==> src/hw/rtl/assert_macros.svh <==
// Assertion helpers; checks compile away under SYNTHESIS.
`ifndef ASSERT_MACROS_SVH
`define ASSERT_MACROS_SVH

`ifndef SYNTHESIS

`define ASSERT_ALWAYS(lbl, expr) \
  lbl: assert property (@(posedge clk) disable iff (rst) (expr)) \
    else $error("assertion failed");

`define ASSERT_IMPLY(lbl, pre, post) \
  lbl: assert property (@(posedge clk) disable iff (rst) (pre) |-> (post)) \
    else $error("assertion failed");

`define ASSERT_NEXT(lbl, pre, post) \
  lbl: assert property (@(posedge clk) disable iff (rst) (pre) |=> (post)) \
    else $error("assertion failed");

`else

`define ASSERT_ALWAYS(lbl, expr)
`define ASSERT_IMPLY(lbl, pre, post)
`define ASSERT_NEXT(lbl, pre, post)

`endif

`endif

==> src/hw/rtl/cdbr_pkg.sv <==
package cdbr_pkg;

  localparam int PIX_W  = 8;
  localparam int COL_W  = 6;
  localparam int FREQ_W = 20;
  localparam int HALF_W = 16;
  localparam int NUM_W  = 26;

  localparam logic [7:0] CODE_SPACE   = 8'd32;
  localparam logic [7:0] CODE_SOLID   = 8'd3;
  localparam logic [7:0] CODE_PARTIAL = 8'd7;

  localparam logic [FREQ_W-1:0] TARGET_RST = 20'd50000;
  localparam logic [HALF_W-1:0] HALF_RST   = 16'd200;

  localparam logic REG_TARGET = 1'b0;
  localparam logic REG_HALF   = 1'b1;

  localparam int QDEPTH = 2;

  typedef enum logic [2:0] {
    F_IDLE,
    F_MUL,
    F_DIV,
    F_CLS,
    F_PUSH
  } front_state_t;

  typedef struct packed {
    logic [PIX_W-1:0] pixel;
    logic             right;
    logic [4:0]       full;
    logic [2:0]       rem;
    logic [4:0]       mask;
    logic             upd;
  } bar_entry_t;

  function automatic logic [4:0] fill_mask(input logic [2:0] rem, input logic right);
    logic [4:0] m;
    m = '0;
    for (int i = 0; i < 5; i++) begin
      if (3'(i) < rem) begin
        if (right) begin
          m[4-i] = 1'b1;
        end else begin
          m[i] = 1'b1;
        end
      end
    end
    return m;
  endfunction

endpackage

==> src/hw/rtl/cdbr_front.sv <==
module cdbr_front #(
  parameter int COLUMNS = 20
) (
  input  logic                          clk,
  input  logic                          rst,
  input  logic                          push,
  output logic                          full,
  input  logic [cdbr_pkg::FREQ_W-1:0]   freq_mhz,
  input  logic [cdbr_pkg::FREQ_W-1:0]   target_mhz,
  input  logic [cdbr_pkg::HALF_W-1:0]   half_range_mhz,
  output logic                          q_push,
  input  logic                          q_full,
  output cdbr_pkg::bar_entry_t          q_data
);
  import cdbr_pkg::*;

  localparam int PIXELS = 5 * COLUMNS;
  localparam logic [PIX_W-1:0] PIX_M1 = PIX_W'(PIXELS - 1);
  localparam logic [PIX_W-1:0] CENTER = PIX_W'(PIXELS / 2);

  front_state_t state, state_next;

  logic [16:0]       d;
  logic [HALF_W-1:0] h;
  logic              zero_h;
  logic [NUM_W-1:0]  num;
  logic [NUM_W-1:0]  dsh;
  logic [2:0]        bitc;
  logic [PIX_W-1:0]  quo;
  bar_entry_t        entry;

  logic signed [21:0] lo;
  logic [20:0]        hi;
  logic [16:0]        d_in;
  logic               accept;
  logic               ge;

  logic [PIX_W-1:0] pix;
  logic             right;
  logic [PIX_W-1:0] adist;
  logic [15:0]      prod;
  logic [4:0]       fullc;
  logic [PIX_W-1:0] rem_w;

  assign accept = push && !full;

  always_comb begin
    lo = $signed({2'b00, target_mhz}) - $signed({6'd0, half_range_mhz});
    hi = {1'b0, target_mhz} + {5'd0, half_range_mhz};
    if ($signed({2'b00, freq_mhz}) < lo) begin
      d_in = '0;
    end else if ({1'b0, freq_mhz} > hi) begin
      d_in = {half_range_mhz, 1'b0};
    end else begin
      d_in = 17'($signed({2'b00, freq_mhz}) - lo);
    end
  end

  assign ge = num >= dsh;

  always_comb begin
    pix   = zero_h ? CENTER : quo;
    right = pix > CENTER;
    adist = right ? (pix - CENTER) : (CENTER - pix);
    prod  = {8'd0, adist} * 16'd205;
    fullc = prod[14:10];
    rem_w = adist - PIX_W'({3'd0, fullc} * 8'd5);
  end

  always_comb begin
    state_next = state;
    case (state)
      F_IDLE: if (accept) state_next = F_MUL;
      F_MUL:  state_next = F_DIV;
      F_DIV:  if (bitc == 3'd0) state_next = F_CLS;
      F_CLS:  state_next = F_PUSH;
      F_PUSH: if (!q_full) state_next = F_IDLE;
      default: state_next = F_IDLE;
    endcase
  end

  always_comb begin
    full   = 1'b1;
    q_push = 1'b0;
    case (state)
      F_IDLE: full = 1'b0;
      F_PUSH: q_push = !q_full;
      default: begin
        full   = 1'b1;
        q_push = 1'b0;
      end
    endcase
  end

  always_ff @(posedge clk) begin
    if (rst) begin
      state <= F_IDLE;
    end else begin
      state <= state_next;
    end
  end

  always_ff @(posedge clk) begin
    case (state)
      F_IDLE: begin
        d      <= d_in;
        h      <= half_range_mhz;
        zero_h <= (half_range_mhz == '0);
      end
      F_MUL: begin
        num  <= ({9'd0, d} * {18'd0, PIX_M1}) + {10'd0, h};
        dsh  <= {2'b00, h, 8'd0};
        bitc <= 3'd7;
      end
      F_DIV: begin
        if (ge) begin
          num <= num - dsh;
        end
        quo  <= {quo[PIX_W-2:0], ge};
        dsh  <= dsh >> 1;
        bitc <= bitc - 3'd1;
      end
      F_CLS: begin
        entry.pixel <= pix;
        entry.right <= right;
        entry.full  <= fullc;
        entry.rem   <= rem_w[2:0];
        entry.mask  <= fill_mask(rem_w[2:0], right);
        entry.upd   <= (rem_w[2:0] != 3'd0);
      end
      default: begin
        entry <= entry;
      end
    endcase
  end

  assign q_data = entry;

endmodule

==> src/hw/rtl/cdbr_queue.sv <==
module cdbr_queue (
  input  logic                 clk,
  input  logic                 rst,
  input  logic                 wr_en,
  input  cdbr_pkg::bar_entry_t wr_data,
  output logic                 q_full,
  input  logic                 rd_en,
  output cdbr_pkg::bar_entry_t rd_data,
  output logic                 q_empty
);
  import cdbr_pkg::*;

  localparam int PTR_W = $clog2(QDEPTH);

  bar_entry_t         slots [QDEPTH];
  logic [PTR_W-1:0]   wr_ptr;
  logic [PTR_W-1:0]   rd_ptr;
  logic [PTR_W:0]     count;

  assign q_full  = (count == (PTR_W+1)'(QDEPTH));
  assign q_empty = (count == '0);
  assign rd_data = slots[rd_ptr];

  always_ff @(posedge clk) begin
    if (wr_en && !q_full) begin
      slots[wr_ptr] <= wr_data;
    end
  end

  always_ff @(posedge clk) begin
    if (rst) begin
      wr_ptr <= '0;
      rd_ptr <= '0;
      count  <= '0;
    end else begin
      if (wr_en && !q_full) begin
        wr_ptr <= (wr_ptr == PTR_W'(QDEPTH - 1)) ? '0 : wr_ptr + 1'b1;
      end
      if (rd_en && !q_empty) begin
        rd_ptr <= (rd_ptr == PTR_W'(QDEPTH - 1)) ? '0 : rd_ptr + 1'b1;
      end
      count <= count + (PTR_W+1)'(wr_en && !q_full) - (PTR_W+1)'(rd_en && !q_empty);
    end
  end

endmodule

==> src/hw/rtl/cdbr_back.sv <==
module cdbr_back #(
  parameter int COLUMNS = 20
) (
  input  logic                       clk,
  input  logic                       rst,
  input  cdbr_pkg::bar_entry_t       q_data,
  input  logic                       q_empty,
  output logic                       q_pop,
  input  logic                       pop,
  output logic                       empty,
  output logic [cdbr_pkg::COL_W-1:0] column,
  output logic [7:0]                 char_code,
  output logic [4:0]                 glyph_mask,
  output logic                       glyph_update,
  output logic [cdbr_pkg::PIX_W-1:0] bar_pixel,
  output logic                       last
);
  import cdbr_pkg::*;

  localparam logic [COL_W-1:0] CCOL  = COL_W'(COLUMNS / 2);
  localparam logic [COL_W-1:0] LASTC = COL_W'(COLUMNS - 1);

  logic [COL_W-1:0] col;
  logic             out_valid;
  logic             adv;
  logic             on_side;
  logic [COL_W-1:0] offs;
  logic [7:0]       code;

  assign empty = !out_valid;
  assign adv   = !q_empty && (!out_valid || pop);
  assign q_pop = adv && (col == LASTC);

  always_comb begin
    if (q_data.right) begin
      on_side = col > CCOL;
      offs    = col - CCOL;
    end else begin
      on_side = col < CCOL;
      offs    = CCOL - col;
    end
    if (col == CCOL) begin
      code = CODE_SOLID;
    end else if (on_side && offs <= {1'b0, q_data.full}) begin
      code = CODE_SOLID;
    end else if (on_side && q_data.upd && offs == ({1'b0, q_data.full} + 6'd1)) begin
      code = CODE_PARTIAL;
    end else begin
      code = CODE_SPACE;
    end
  end

  always_ff @(posedge clk) begin
    if (rst) begin
      col       <= '0;
      out_valid <= 1'b0;
    end else begin
      if (adv) begin
        col       <= (col == LASTC) ? '0 : col + COL_W'(1);
        out_valid <= 1'b1;
      end else if (pop) begin
        out_valid <= 1'b0;
      end
    end
  end

  always_ff @(posedge clk) begin
    if (adv) begin
      column       <= col;
      char_code    <= code;
      glyph_mask   <= q_data.mask;
      glyph_update <= q_data.upd;
      bar_pixel    <= q_data.pixel;
      last         <= (col == LASTC);
    end
  end

endmodule

==> src/hw/rtl/centered_deviation_bar_renderer.sv <==
// Deviation bar for one character-LCD row. Each frequency sample (mHz) is
// clamped to target_mhz +/- half_range_mhz, mapped with round-half-up to a
// pixel in 0..5*COLUMNS-1, and rendered as COLUMNS characters in column
// order, one per result, with last set on the final column. The front end
// takes one sample at a time (accept, one multiply, an 8-step shift-subtract
// divider, classify, hand-off, held while the queue is full) and runs ahead
// of the renderer through a two-entry queue; the renderer emits one character
// per cycle while the queue holds a sample and its output is empty or popped.
// The user must write registers only with no sample in flight; not enforced.
`include "assert_macros.svh"

module centered_deviation_bar_renderer #(
  parameter int COLUMNS = 20
) (
  input  logic                        clk,
  input  logic                        rst,
  input  logic                        cfg_we,
  input  logic                        cfg_index,
  input  logic [cdbr_pkg::FREQ_W-1:0] cfg_data,
  input  logic                        push,
  output logic                        full,
  input  logic [cdbr_pkg::FREQ_W-1:0] freq_mhz,
  input  logic                        pop,
  output logic                        empty,
  output logic [cdbr_pkg::COL_W-1:0]  column,
  output logic [7:0]                  char_code,
  output logic [4:0]                  glyph_mask,
  output logic                        glyph_update,
  output logic [cdbr_pkg::PIX_W-1:0]  bar_pixel,
  output logic                        last
);
  import cdbr_pkg::*;

  logic [FREQ_W-1:0] target_mhz;
  logic [HALF_W-1:0] half_range_mhz;
  logic              q_push;
  logic              q_full;
  logic              q_pop;
  logic              q_empty;
  bar_entry_t        q_wdata;
  bar_entry_t        q_rdata;

  always_ff @(posedge clk) begin
    if (rst) begin
      target_mhz     <= TARGET_RST;
      half_range_mhz <= HALF_RST;
    end else if (cfg_we) begin
      case (cfg_index)
        REG_TARGET: target_mhz     <= cfg_data;
        REG_HALF:   half_range_mhz <= cfg_data[HALF_W-1:0];
        default:    target_mhz     <= target_mhz;
      endcase
    end
  end

  cdbr_front #(.COLUMNS(COLUMNS)) u_front (
    .clk            (clk),
    .rst            (rst),
    .push           (push),
    .full           (full),
    .freq_mhz       (freq_mhz),
    .target_mhz     (target_mhz),
    .half_range_mhz (half_range_mhz),
    .q_push         (q_push),
    .q_full         (q_full),
    .q_data         (q_wdata)
  );

  cdbr_queue u_queue (
    .clk     (clk),
    .rst     (rst),
    .wr_en   (q_push),
    .wr_data (q_wdata),
    .q_full  (q_full),
    .rd_en   (q_pop),
    .rd_data (q_rdata),
    .q_empty (q_empty)
  );

  cdbr_back #(.COLUMNS(COLUMNS)) u_back (
    .clk          (clk),
    .rst          (rst),
    .q_data       (q_rdata),
    .q_empty      (q_empty),
    .q_pop        (q_pop),
    .pop          (pop),
    .empty        (empty),
    .column       (column),
    .char_code    (char_code),
    .glyph_mask   (glyph_mask),
    .glyph_update (glyph_update),
    .bar_pixel    (bar_pixel),
    .last         (last)
  );

  `ASSERT_IMPLY(a_last_col, !empty && last, column == COL_W'(COLUMNS - 1))
  `ASSERT_IMPLY(a_partial_upd, !empty && char_code == CODE_PARTIAL, glyph_update)
  `ASSERT_IMPLY(a_mask_upd, !empty && !glyph_update, glyph_mask == 5'd0)
  `ASSERT_NEXT(a_busy_after_push, push && !full, full)

endmodule
==> config.mk <==
export PLATFORM = sky130hd
export DESIGN_NAME = centered_deviation_bar_renderer
export DESIGN_NICKNAME = d
export VERILOG_FILES = /design/src/hw/rtl/cdbr_pkg.sv /design/src/hw/rtl/cdbr_front.sv /design/src/hw/rtl/cdbr_queue.sv /design/src/hw/rtl/cdbr_back.sv /design/src/hw/rtl/centered_deviation_bar_renderer.sv
export VERILOG_INCLUDE_DIRS = /design/src /design/src/hw/rtl
export SDC_FILE = /design/constraint.sdc
export NUM_CORES = 1
export LEC_CHECK = 0
export BUFFER_PORTS_ARGS = -buffer_cell sky130_fd_sc_hd__buf_2
export CORE_ASPECT_RATIO = 1.5
export CORE_MARGIN = 4
export CORE_UTILIZATION = 65
export DETAILED_ROUTE_END_ITERATION = 8
export PLACE_DENSITY = 0.9
export SETUP_SLACK_MARGIN = 0.15
export SKIP_LAST_GASP = 1
export SLEW_MARGIN = 25
export SYNTH_ARGS = -nofsm -noshare
export SYNTH_HDL_FRONTEND = slang
export SYNTH_SLANG_ARGS = --single-unit
==> constraint.sdc <==
create_clock -name clk -period 10.4 [get_ports clk]
set_input_delay 1.04 -clock clk [delete_from_list [all_inputs] [get_ports clk]]
set_output_delay 1.04 -clock clk [all_outputs]
set_load 0.02 [all_outputs]
==> results of run 1 <==
[registers in the layout (all words and copies together), names as in the netlist, 2 cells and up, named ones only]
signal	count
u_front.state	3
u_queue.slots	40
u_queue.count	2
u_front.num	26
u_front.quo	8
u_front.dsh	24
u_back.char_code	3
u_back.column	6
u_back.glyph_mask	5
u_back.col	6
half_range_mhz	16
u_front.h	16
u_front.q_data	20
u_front.bitc	3
target_mhz	20
u_front.d	17
u_back.bar_pixel	8
[cell usage in the layout, fill, tap and decap left out, drive strengths merged, types with 25 or more instances in the layout]
| cell | instances |
|---|---|
| ha | 230 |
| inv | 225 |
| edfxtp | 179 |
| nand2 | 149 |
| a21oi | 118 |
| nor2 | 114 |
| o21ai | 95 |
| xnor2 | 85 |
| buf | 79 |
| fa | 54 |
| dfxtp | 51 |
| xor2 | 36 |
| nor3 | 30 |
| mux2i | 27 |
| nand3 | 27 |
| nor2b | 26 |
| nand2b | 25 |
| clkbuf | 25 |
[power breakdown]
group / switching [uW] / internal (uW)
sequential: 95.8 / 1350
combinational: 2660 / 1970
clock: 368 / 521
[cell families after synthesis]
kind of cell               share of synthesized area, %
buffers and inverters                             6.073
xor gates and xnor gates                          6.102
DFF                                               36.57
AOI/OAI and AO/OA                                 13.33
adders and majority gates                         22.75
other                                           0.02144
muxes                                             2.639
and+or+nand+nor                                   12.52
[worst min-delay path by stage]
stage	startpoint	end
after floorplan	u_back.col[4]$_SDFFE_PP0P_	u_back.column[4]$_DFFE_PP_
after global placement	u_front.q_data[17]$_DFFE_PP_	u_queue.slots[1][17]$_DFFE_PP_
after detailed placement	u_front.q_data[9]$_DFFE_PP_	u_queue.slots[0][9]$_DFFE_PP_
after CTS	u_front.q_data[9]$_DFFE_PP_	u_queue.slots[1][9]$_DFFE_PP_
after global routing	u_front.q_data[9]$_DFFE_PP_	u_queue.slots[0][9]$_DFFE_PP_
final	u_front.q_data[9]$_DFFE_PP_	u_queue.slots[0][9]$_DFFE_PP_
[cell type report]
cell class | instances | area, um^2
Multi-Input combinational cell | 1281 | 10070
Tap cell | 337 | 421.7
Inverter | 224 | 840.8
Timing Repair Buffer | 79 | 416.7
Clock buffer | 25 | 561.8
Fill cell | 1805 | 7545
Sequential cell | 230 | 6397
Clock inverter | 15 | 235.2
[metrics by stage]
| stage | cell area (um^2) | hold WS (ns) | total power, uW | instances |
|---|---|---|---|---|
| finish | 18940 | 0.4450 | 6962 | 2191 |
| global route | 18940 | 0.4632 | 7596 | 2191 |
| CTS | 18940 | 0.4455 | 6925 | 2191 |
| detailed placement | 18140 | 0.4329 | 5986 | 2151 |
| global placement | 18130 | 0.4236 | 5664 | 2150 |
| floorplan | 17500 | 0.4064 | 4996 | 1788 |
[per-layer routing]
metal	part of all wire, %	up-vias	routed length (um)
met1	37	6499	15470
li1	-	6336	-
met3	5.3	181	2243
met5	0	-	0
met4	6.0	0	2538
met2	52	590	22030
==> results by stage, run 1 <==
Run status:
- The run finished with clean final reports.

Die:
- For this design the top-level I/O count stands at 77.
- The area of the die is 29650 um^2.
- The standard cell core area is 26490 um^2.
- Row generation in the floorplan step produced 73 rows.
- For this configuration, the core starts out at a cell density of 66.04%.
- The horizontal die dimension is 141.9 um.
- The floorplan die height is 208.9 um.

CTS:
- The number of hold buffers added after CTS was 0.
- Post-CTS timing repair inserted 0 buffers for setup.
- The CTS H-tree depth is 1.
- The TritonCTS sink count is 230.
- In this run, CTS created clock tree buffers numbering 22.
- In this run, post-CTS repair resized a total of 0 instances.
- The clock input transition at the sequential cells of the worst setup and hold paths is 0.07 ns.
- The TritonCTS clock tree is built.
- No sink is reached through more buffers than the 3 on the longest clock path.
- The clock latency at the later pin of the worst-skew pair is 0.54 ns.
- The clock root buffer is sky130_fd_sc_hd__clkbuf_16.

Hold path:
- The worst min-delay path class is reg -> reg.
- The worst hold path passes through 0 cells.

Synthesis:
- Counting instances in the post-synthesis netlist gives the leading cell types as sky130_fd_sc_hd__ha_1, sky130_fd_sc_hd__inv_1, sky130_fd_sc_hd__edfxtp_1, sky130_fd_sc_hd__nand2_1, sky130_fd_sc_hd__a21oi_1.
- Among all flip-flop cells after synthesis, the most frequent one is sky130_fd_sc_hd__edfxtp_1.
- The share of the Yosys chip area taken by registers is 36.57%.
- In this run the mean area of a mapped cell was 9.799 um^2.
- Yosys printed 0 warnings.
- The top cell type by area accounts for 30.73% of the synthesized area.
- The flop and latch count out of synthesis is 230.
- The area of the mapped netlist is 17490 um^2.
- The async set-or-reset flop fraction in the synthesized netlist is 0%.
- By area the synthesized netlist is led by sky130_fd_sc_hd__edfxtp_1, sky130_fd_sc_hd__ha_1, sky130_fd_sc_hd__fa_1, sky130_fd_sc_hd__dfxtp_1, sky130_fd_sc_hd__inv_1.
- Synthesis instantiated 78 different standard cells from the library.
- The instance count of the mapped netlist is 1785.
- The biggest area contributor in the post-synthesis netlist is sky130_fd_sc_hd__edfxtp_1.
- Yosys instantiated no cell more often than sky130_fd_sc_hd__ha_1.
- The count of flip-flops with a built-in enable after synthesis is 179.

Final layout:
- For this run, the share of the core covered by cells in the final layout is 71.52%.
- The fraction of final layout cells sized beyond drive strength 1 is 8.792%.
- The area added between synthesis and finish is 8.298%.
- The repair_antennas step left the layout with diodes totalling 0.
- The number of nets in the finished design is 2168.

Critical path:
- The standard cell with the maximum stage delay on the critical path is sky130_fd_sc_hd__edfxtp_1.
- In this run the number of cells on the critical path is 28.
- The startpoint of the most critical register-to-register path is u_front.zero_h$_DFFE_PP_.
- In this run the critical register-to-register path is captured at u_front.q_data[1]$_DFFE_PP_.
- The highest fanout seen on the critical path is 17.
- The largest single stage delay on the critical path is 0.65 ns.
- The worst setup path startpoint is u_front.zero_h$_DFFE_PP_.
- The startpoint type of the worst setup path is a flop.
- The number of buffer and inverter stages on the critical path is 5.
- Across all register-to-register paths, the minimum setup slack is 3.15 ns.
- The category of the critical setup timing path is reg -> reg.
- Data on the critical path arrives at its endpoint at 7.53 ns.
- The depth of the most critical reg-to-reg path is 28.
- Among the stages of the critical path, the cell type that occurs most often is sky130_fd_sc_hd__inv_1.
- The category of cells accounting for the largest share of critical-path delay is adder cells.
- The worst setup path endpoint is u_front.q_data[1]$_DFFE_PP_.
- At the worst endpoint, the required time is 10.68 ns.
- STA classifies the critical path endpoint as a flop.

Global routing:
- The layer flagged by global routing as most heavily used is met2.
- The met1 layer usage reported by global route is 32.84%.
- The aggregate global-route resource usage is 28.64%.
- The total overflow left after global routing is 0.
- The number of antenna violations at the first check in global routing is 0.
- The number of global-route vias before repair is 14000.
- For this run, global-route usage on met2 was measured as 51.57%.
- Global routing used 3.297% of the available met3 tracks.
- The pin count of the biggest net entering global routing is 71.
- The global-route wire length before repair is 69000 um.

Placement:
- The total half-perimeter wirelength after legalization and detailed placement is 31320 um.
- OpenSTA, run right after detailed placement, puts the worst setup slack at 3.343 ns.
- The routability congestion estimate from global placement is 0.9321.
- The count of port buffers added during placement is 72.

STA:
- The highest achievable clock rate is 0.1380 GHz.
- The worst path in the final design needs a cycle of 7.247 ns, including I/O delays and setup.
- Setup repair after global routing left no endpoint under its margin.
- The number of hold-slack violations in the final timing report is 0.
- The slack of the critical path is 3.153 ns.
- The worst relative slew slack is 35.03%.
- Between clock sinks in the finished design, the worst skew comes to 0.03093 ns.
- The number of failing setup endpoints in the final timing report is 0.
- For the pin with the worst max-slew slack, the measured transition is 0.9745 ns.
- Of the available clock period, the critical path in the final layout requires 69.68%.
- The aggregate negative setup slack is 0 ns.
- The number of pins with negative max-slew slack in the final report is 0.

Route:
- Dividing the detail-routed wire length by the instance count gives 19.30 um.
- For this run, design rule violations remaining after detail routing come to 0.
- The detail-routed via count per cell is 6.210.
- The number of detailed-route iterations in the first pass is 6.
- The routed design has 42280 um of wire.
- The violation count after the first detailed-routing iteration is 1182.
- The routed layout has 13610 vias.
- The detail route stage leaves a number of antenna-violating nets equal to 0.

Power:
- The maximum VDD drop is 0.3501 mV.
- In this run the static leakage power is 0.008300 uW.
- The power density relative to cell area is 367.5 nW/um^2.

Flow run:
- The max-capacitance violation count is 0.
No activity file was read; power rests on OpenSTA's default activity.
==> inputs of run 2 (changes only) <==
CORE_UTILIZATION = 57   (was 65)
PLACE_DENSITY = 0.85   (was 0.9)
clock period = 6.2 ns   (was 10.4 ns; I/O delays follow)
==> run 2 against run 1 <==
  * Via count decreased by 0.60%
  * The flow now finishes with violations (setup timing)
  * Die area is 13% higher
  * Clock power up 50%
  * Critical path depth is 1 lower
  * Highest routed layer unchanged
  * Global-route usage fell by 4.2 points
  * Worst hold slack got worse by 0.13 ns
  * Flip-flop and latch count stayed put
  * Largest power group unchanged
==> results by stage, run 2 (synthesis gave the netlist of run 1 again) <==
STA:
- The portion of the clock cycle consumed by the worst path in the final layout is 102.3% (was 69.68%).
- The slack of the critical path is -0.1448 ns (was 3.153 ns).
- The minimum period implied by the final worst setup slack is 6.345 ns (was 7.247 ns).
- The aggregate negative setup slack is -0.7580 ns (was 0 ns).
- The number of hold-slack violations in the final timing report came to 0 (unchanged).
- The clock skew is 0.02794 ns (was 0.03093 ns).
- The worst relative slew slack was 34.49% (was 35.03%).
- The number of pins with negative max-slew slack in the final report is 0 (unchanged).
- Setup repair after global routing missed its margin: yes (was no).
- The highest achievable clock rate was 0.1576 GHz (was 0.1380 GHz).
- The slew at the pin with the worst max-slew slack is 0.9827 ns (was 0.9745 ns).
- The number of failing setup endpoints in the final timing report is 6 (was 0).

Critical path:
- The highest fanout seen on the critical path is 4 (was 17).
- The startpoint type of the worst setup path is a flop (unchanged).
- The critical path data arrival time is 6.63 ns (was 7.53 ns).
- The critical path required time is 6.49 ns (was 10.68 ns).
- The category of the critical setup timing path is reg -> reg (unchanged).
- The sort of element at the end of the critical path is a flop (unchanged).

Placement:
- The count of port buffers added during placement is 72 (unchanged).
- The total placed cells including tap cells is 2239 (was 2151).
- The routability congestion estimate from global placement is 0.9376 (was 0.9321).
- The total half-perimeter wirelength after legalization and detailed placement is 31040 um (was 31320 um).

Route:
- The final routed wire length divided by cell count is 18.17 um (was 19.30 um).
- The number of detailed-route iterations in the first pass is 8 (was 6).
- The number of DRC violations after detailed routing was 0 (unchanged).
- The detailed-route wire length was 41600 um (was 42280 um).
- The violation count after the first detailed-routing iteration is 1017 (was 1182).
- The number of vias in the routed layout is 13530 (was 13610).
- The detail-routed via count per cell is 5.909 (was 6.210).
- The final antenna-violating net count is 0 (unchanged).

CTS:
- The CTS H-tree depth is 1 (unchanged).
- The quantity of hold-fixing buffers added after cts is 0 (unchanged).
- The clock latency at the later pin of the worst-skew pair is 0.54 ns (about the same).
- The TritonCTS buffer count is 22 (unchanged).
- The TritonCTS sink count is 230 (unchanged).
- The clock input transition at the sequential cells of the worst setup and hold paths is 0.07 ns (about the same).
- The clock root buffer is sky130_fd_sc_hd__clkbuf_16 (unchanged).
- The number of buffers on the longest clock path was 3 (unchanged).
- The TritonCTS clock tree is built (unchanged).

Final layout:
- The area added between synthesis and finish is 11.13% (was 8.298%).
- The share of the core filled with cells in the final layout came to 64.25% (was 71.52%).
- The filler-free cell count of the finished design is 2289 (was 2191).
- The filler cell count is 2282 (was 1805).
- Biggest registers after layout: u_queue.slots x40, u_front.num x26, u_front.dsh x24 (unchanged).
- The register bank with the most flops is u_queue.slots (unchanged).
- The flip-flop count of the largest register, all copies and words added was 40 (unchanged).
- Commonest cells after routing, fill and taps aside: sky130_fd_sc_hd__ha_1, sky130_fd_sc_hd__inv_1, sky130_fd_sc_hd__edfxtp_1, sky130_fd_sc_hd__nand2_1, sky130_fd_sc_hd__a21oi_1 (unchanged).
- The most common cell after layout, fill and taps aside is sky130_fd_sc_hd__ha_1 (unchanged).
- The number of nets in the finished design is 2203 (was 2168).
- The number of diodes added for antenna fixing is 0 (unchanged).
- The fraction of final layout cells sized beyond drive strength 1 is 12.12% (was 8.792%).

Flow run:
- The max-capacitance violation count was 0 (unchanged).

Power:
- The total internal power came to 6830 uW (was 3842 uW).
- The maximum VDD drop is 0.7043 mV (was 0.3501 mV).
- The proportion of power drawn by flip-flops and latches is 19.7% (was 20.8%).
- The leakage power is 0.008486 uW (was 0.008300 uW).
- The switching power summed over all nets is 5462 uW (was 3120 uW).
- The combinational group share of total power is 69.5% (was 66.4%).
- The power share of the clock group is 10.8% (was 12.8%).
- The total design power came to 12290 uW (was 6962 uW).
- The switching part of the total is 44.44% (was 44.81%).
- The power density relative to cell area was 632.4 nW/um^2 (was 367.5 nW/um^2).

Die:
- The standard cell core area is 30250 um^2 (was 26490 um^2).
- The floorplan die height was 222.6 um (was 208.9 um).
- The number of placement rows is 78 (was 73).
- The top-level I/O count was 77 (unchanged).
- The starting density of the core is 57.82% (was 66.04%).
- The horizontal die dimension is 151.0 um (was 141.9 um).
- The area of the die is 33610 um^2 (was 29650 um^2).

Global routing:
- The number of global-route vias before repair was 13660 (was 14000).
- The global-route wire length before repair is 66970 um (was 69000 um).
- The total congestion overflow is 0 (unchanged).
- The pin count of the biggest net entering global routing is 71 (unchanged).
- The number of antenna violations at the first check in global routing is 0 (unchanged).
- The aggregate global-route resource usage is 24.47% (was 28.64%).

Run status:
- Result of the run: finished, violations left (was completed).
- The checks that failed: setup timing.

Hold path:
- The worst min-delay path class is in -> reg (was reg -> reg).
## run 2: cell count changes in the layout (fill, tap and decap cells not counted), moves of 4 or more
cell	change
sky130_fd_sc_hd__bufinv_16	-4
sky130_fd_sc_hd__nor2_1	-4
sky130_fd_sc_hd__xnor2_2	+8
sky130_fd_sc_hd__xnor2_1	-9
sky130_fd_sc_hd__buf_4	+34
sky130_fd_sc_hd__ha_1	-4
sky130_fd_sc_hd__o21ai_1	+4
sky130_fd_sc_hd__o21ai_0	-5
## run 2: cell type report
type,count,area (um^2),share of cell area [%]
clock buffer,28,583.1,2.999
clock inverter,12,121.4,0.6244
inverter,224,840.8,4.325
multi-input combinational,1281,10310,53.05
sequential,230,6397,32.91
tap,400,500.5,2.575
timing repair buffer,114,683.2,3.514
## run 2: per-layer routing
layer	up-vias	share of wire, %	global-route usage, %	wire length (um)
met5	-	0	0	0
met4	0	6.0	13.00	2512
met3	180	4.4	2.734	1847
met2	493	53	44.30	21910
met1	6448	37	27.75	15330
li1	6404	-	-	-
## run 2: metrics by stage
stage	setup WS (ns)	hold WS (ns)	instance area, um^2
final	-0.1448	0.3183	19440
after global placement	-0.004365	0.4248	18440
after CTS	-0.09622	0.3080	19300
after detailed placement	-0.2041	0.4387	18440
after floorplan	-0.006255	0.4064	17550
after global routing	-0.4240	0.3373	19440
## run 2: critical path: stages (launching register included)
cell and delay, ns:
sky130_fd_sc_hd__edfxtp_1 0.44, sky130_fd_sc_hd__nand2b_2 0.26, sky130_fd_sc_hd__ha_1 0.23, sky130_fd_sc_hd__a21oi_2 0.17, sky130_fd_sc_hd__o21ai_0 0.14, sky130_fd_sc_hd__a21boi_2 0.16
sky130_fd_sc_hd__o21ai_1 0.09, sky130_fd_sc_hd__nor2_1 0.16, sky130_fd_sc_hd__a21oi_2 0.06, sky130_fd_sc_hd__ha_1 0.30, sky130_fd_sc_hd__inv_1 0.05, sky130_fd_sc_hd__fa_1 0.49
sky130_fd_sc_hd__inv_1 0.06, sky130_fd_sc_hd__fa_1 0.51, sky130_fd_sc_hd__inv_1 0.05, sky130_fd_sc_hd__fa_1 0.49, sky130_fd_sc_hd__inv_2 0.05, sky130_fd_sc_hd__ha_4 0.21
sky130_fd_sc_hd__a21o_1 0.17, sky130_fd_sc_hd__a221o_2 0.42, sky130_fd_sc_hd__xor2_4 0.20, sky130_fd_sc_hd__ha_2 0.21, sky130_fd_sc_hd__fa_2 0.38, sky130_fd_sc_hd__xnor2_2 0.16
sky130_fd_sc_hd__xnor2_2 0.21, sky130_fd_sc_hd__buf_4 0.18, sky130_fd_sc_hd__xor2_4 0.17, sky130_fd_sc_hd__o21ai_1 0.09
## run 2: worst paths after layout
check | slack, ns | endpoint | startpoint | depth (start not counted)
hold reg to reg | 0.45 | u_queue.slots[1][16]$_DFFE_PP_ | u_front.q_data[16]$_DFFE_PP_ | 0
setup reg to reg | -0.14 | u_front.q_data[2]$_DFFE_PP_ | u_front.zero_h$_DFFE_PP_ | 27
setup / recovery | -0.14 | u_front.q_data[2]$_DFFE_PP_ | u_front.zero_h$_DFFE_PP_ | 27
hold / removal | 0.32 | target_mhz[15]$_SDFFE_PP1P_ | cfg_data[15] | 3
## run 2: power groups by stage
stage / clock network, uW / registers, uW / logic [uW]
4_1_cts: 1330 / 2420 / 8310
2_1_floorplan: 0 / 2380 / 6190
3_5_place_dp: 0 / 2450 / 7770
3_3_place_gp: 0 / 2440 / 7350
6_report: 1330 / 2430 / 8540
5_1_grt: 1410 / 2440 / 9580
## run 2: what timing repair did
item / in CTS / in global routing
resized for setup: 17 / 21
setup endpoints to repair: 6 / 6
pin swaps: 10 / 10
setup buffers: 8 / 2
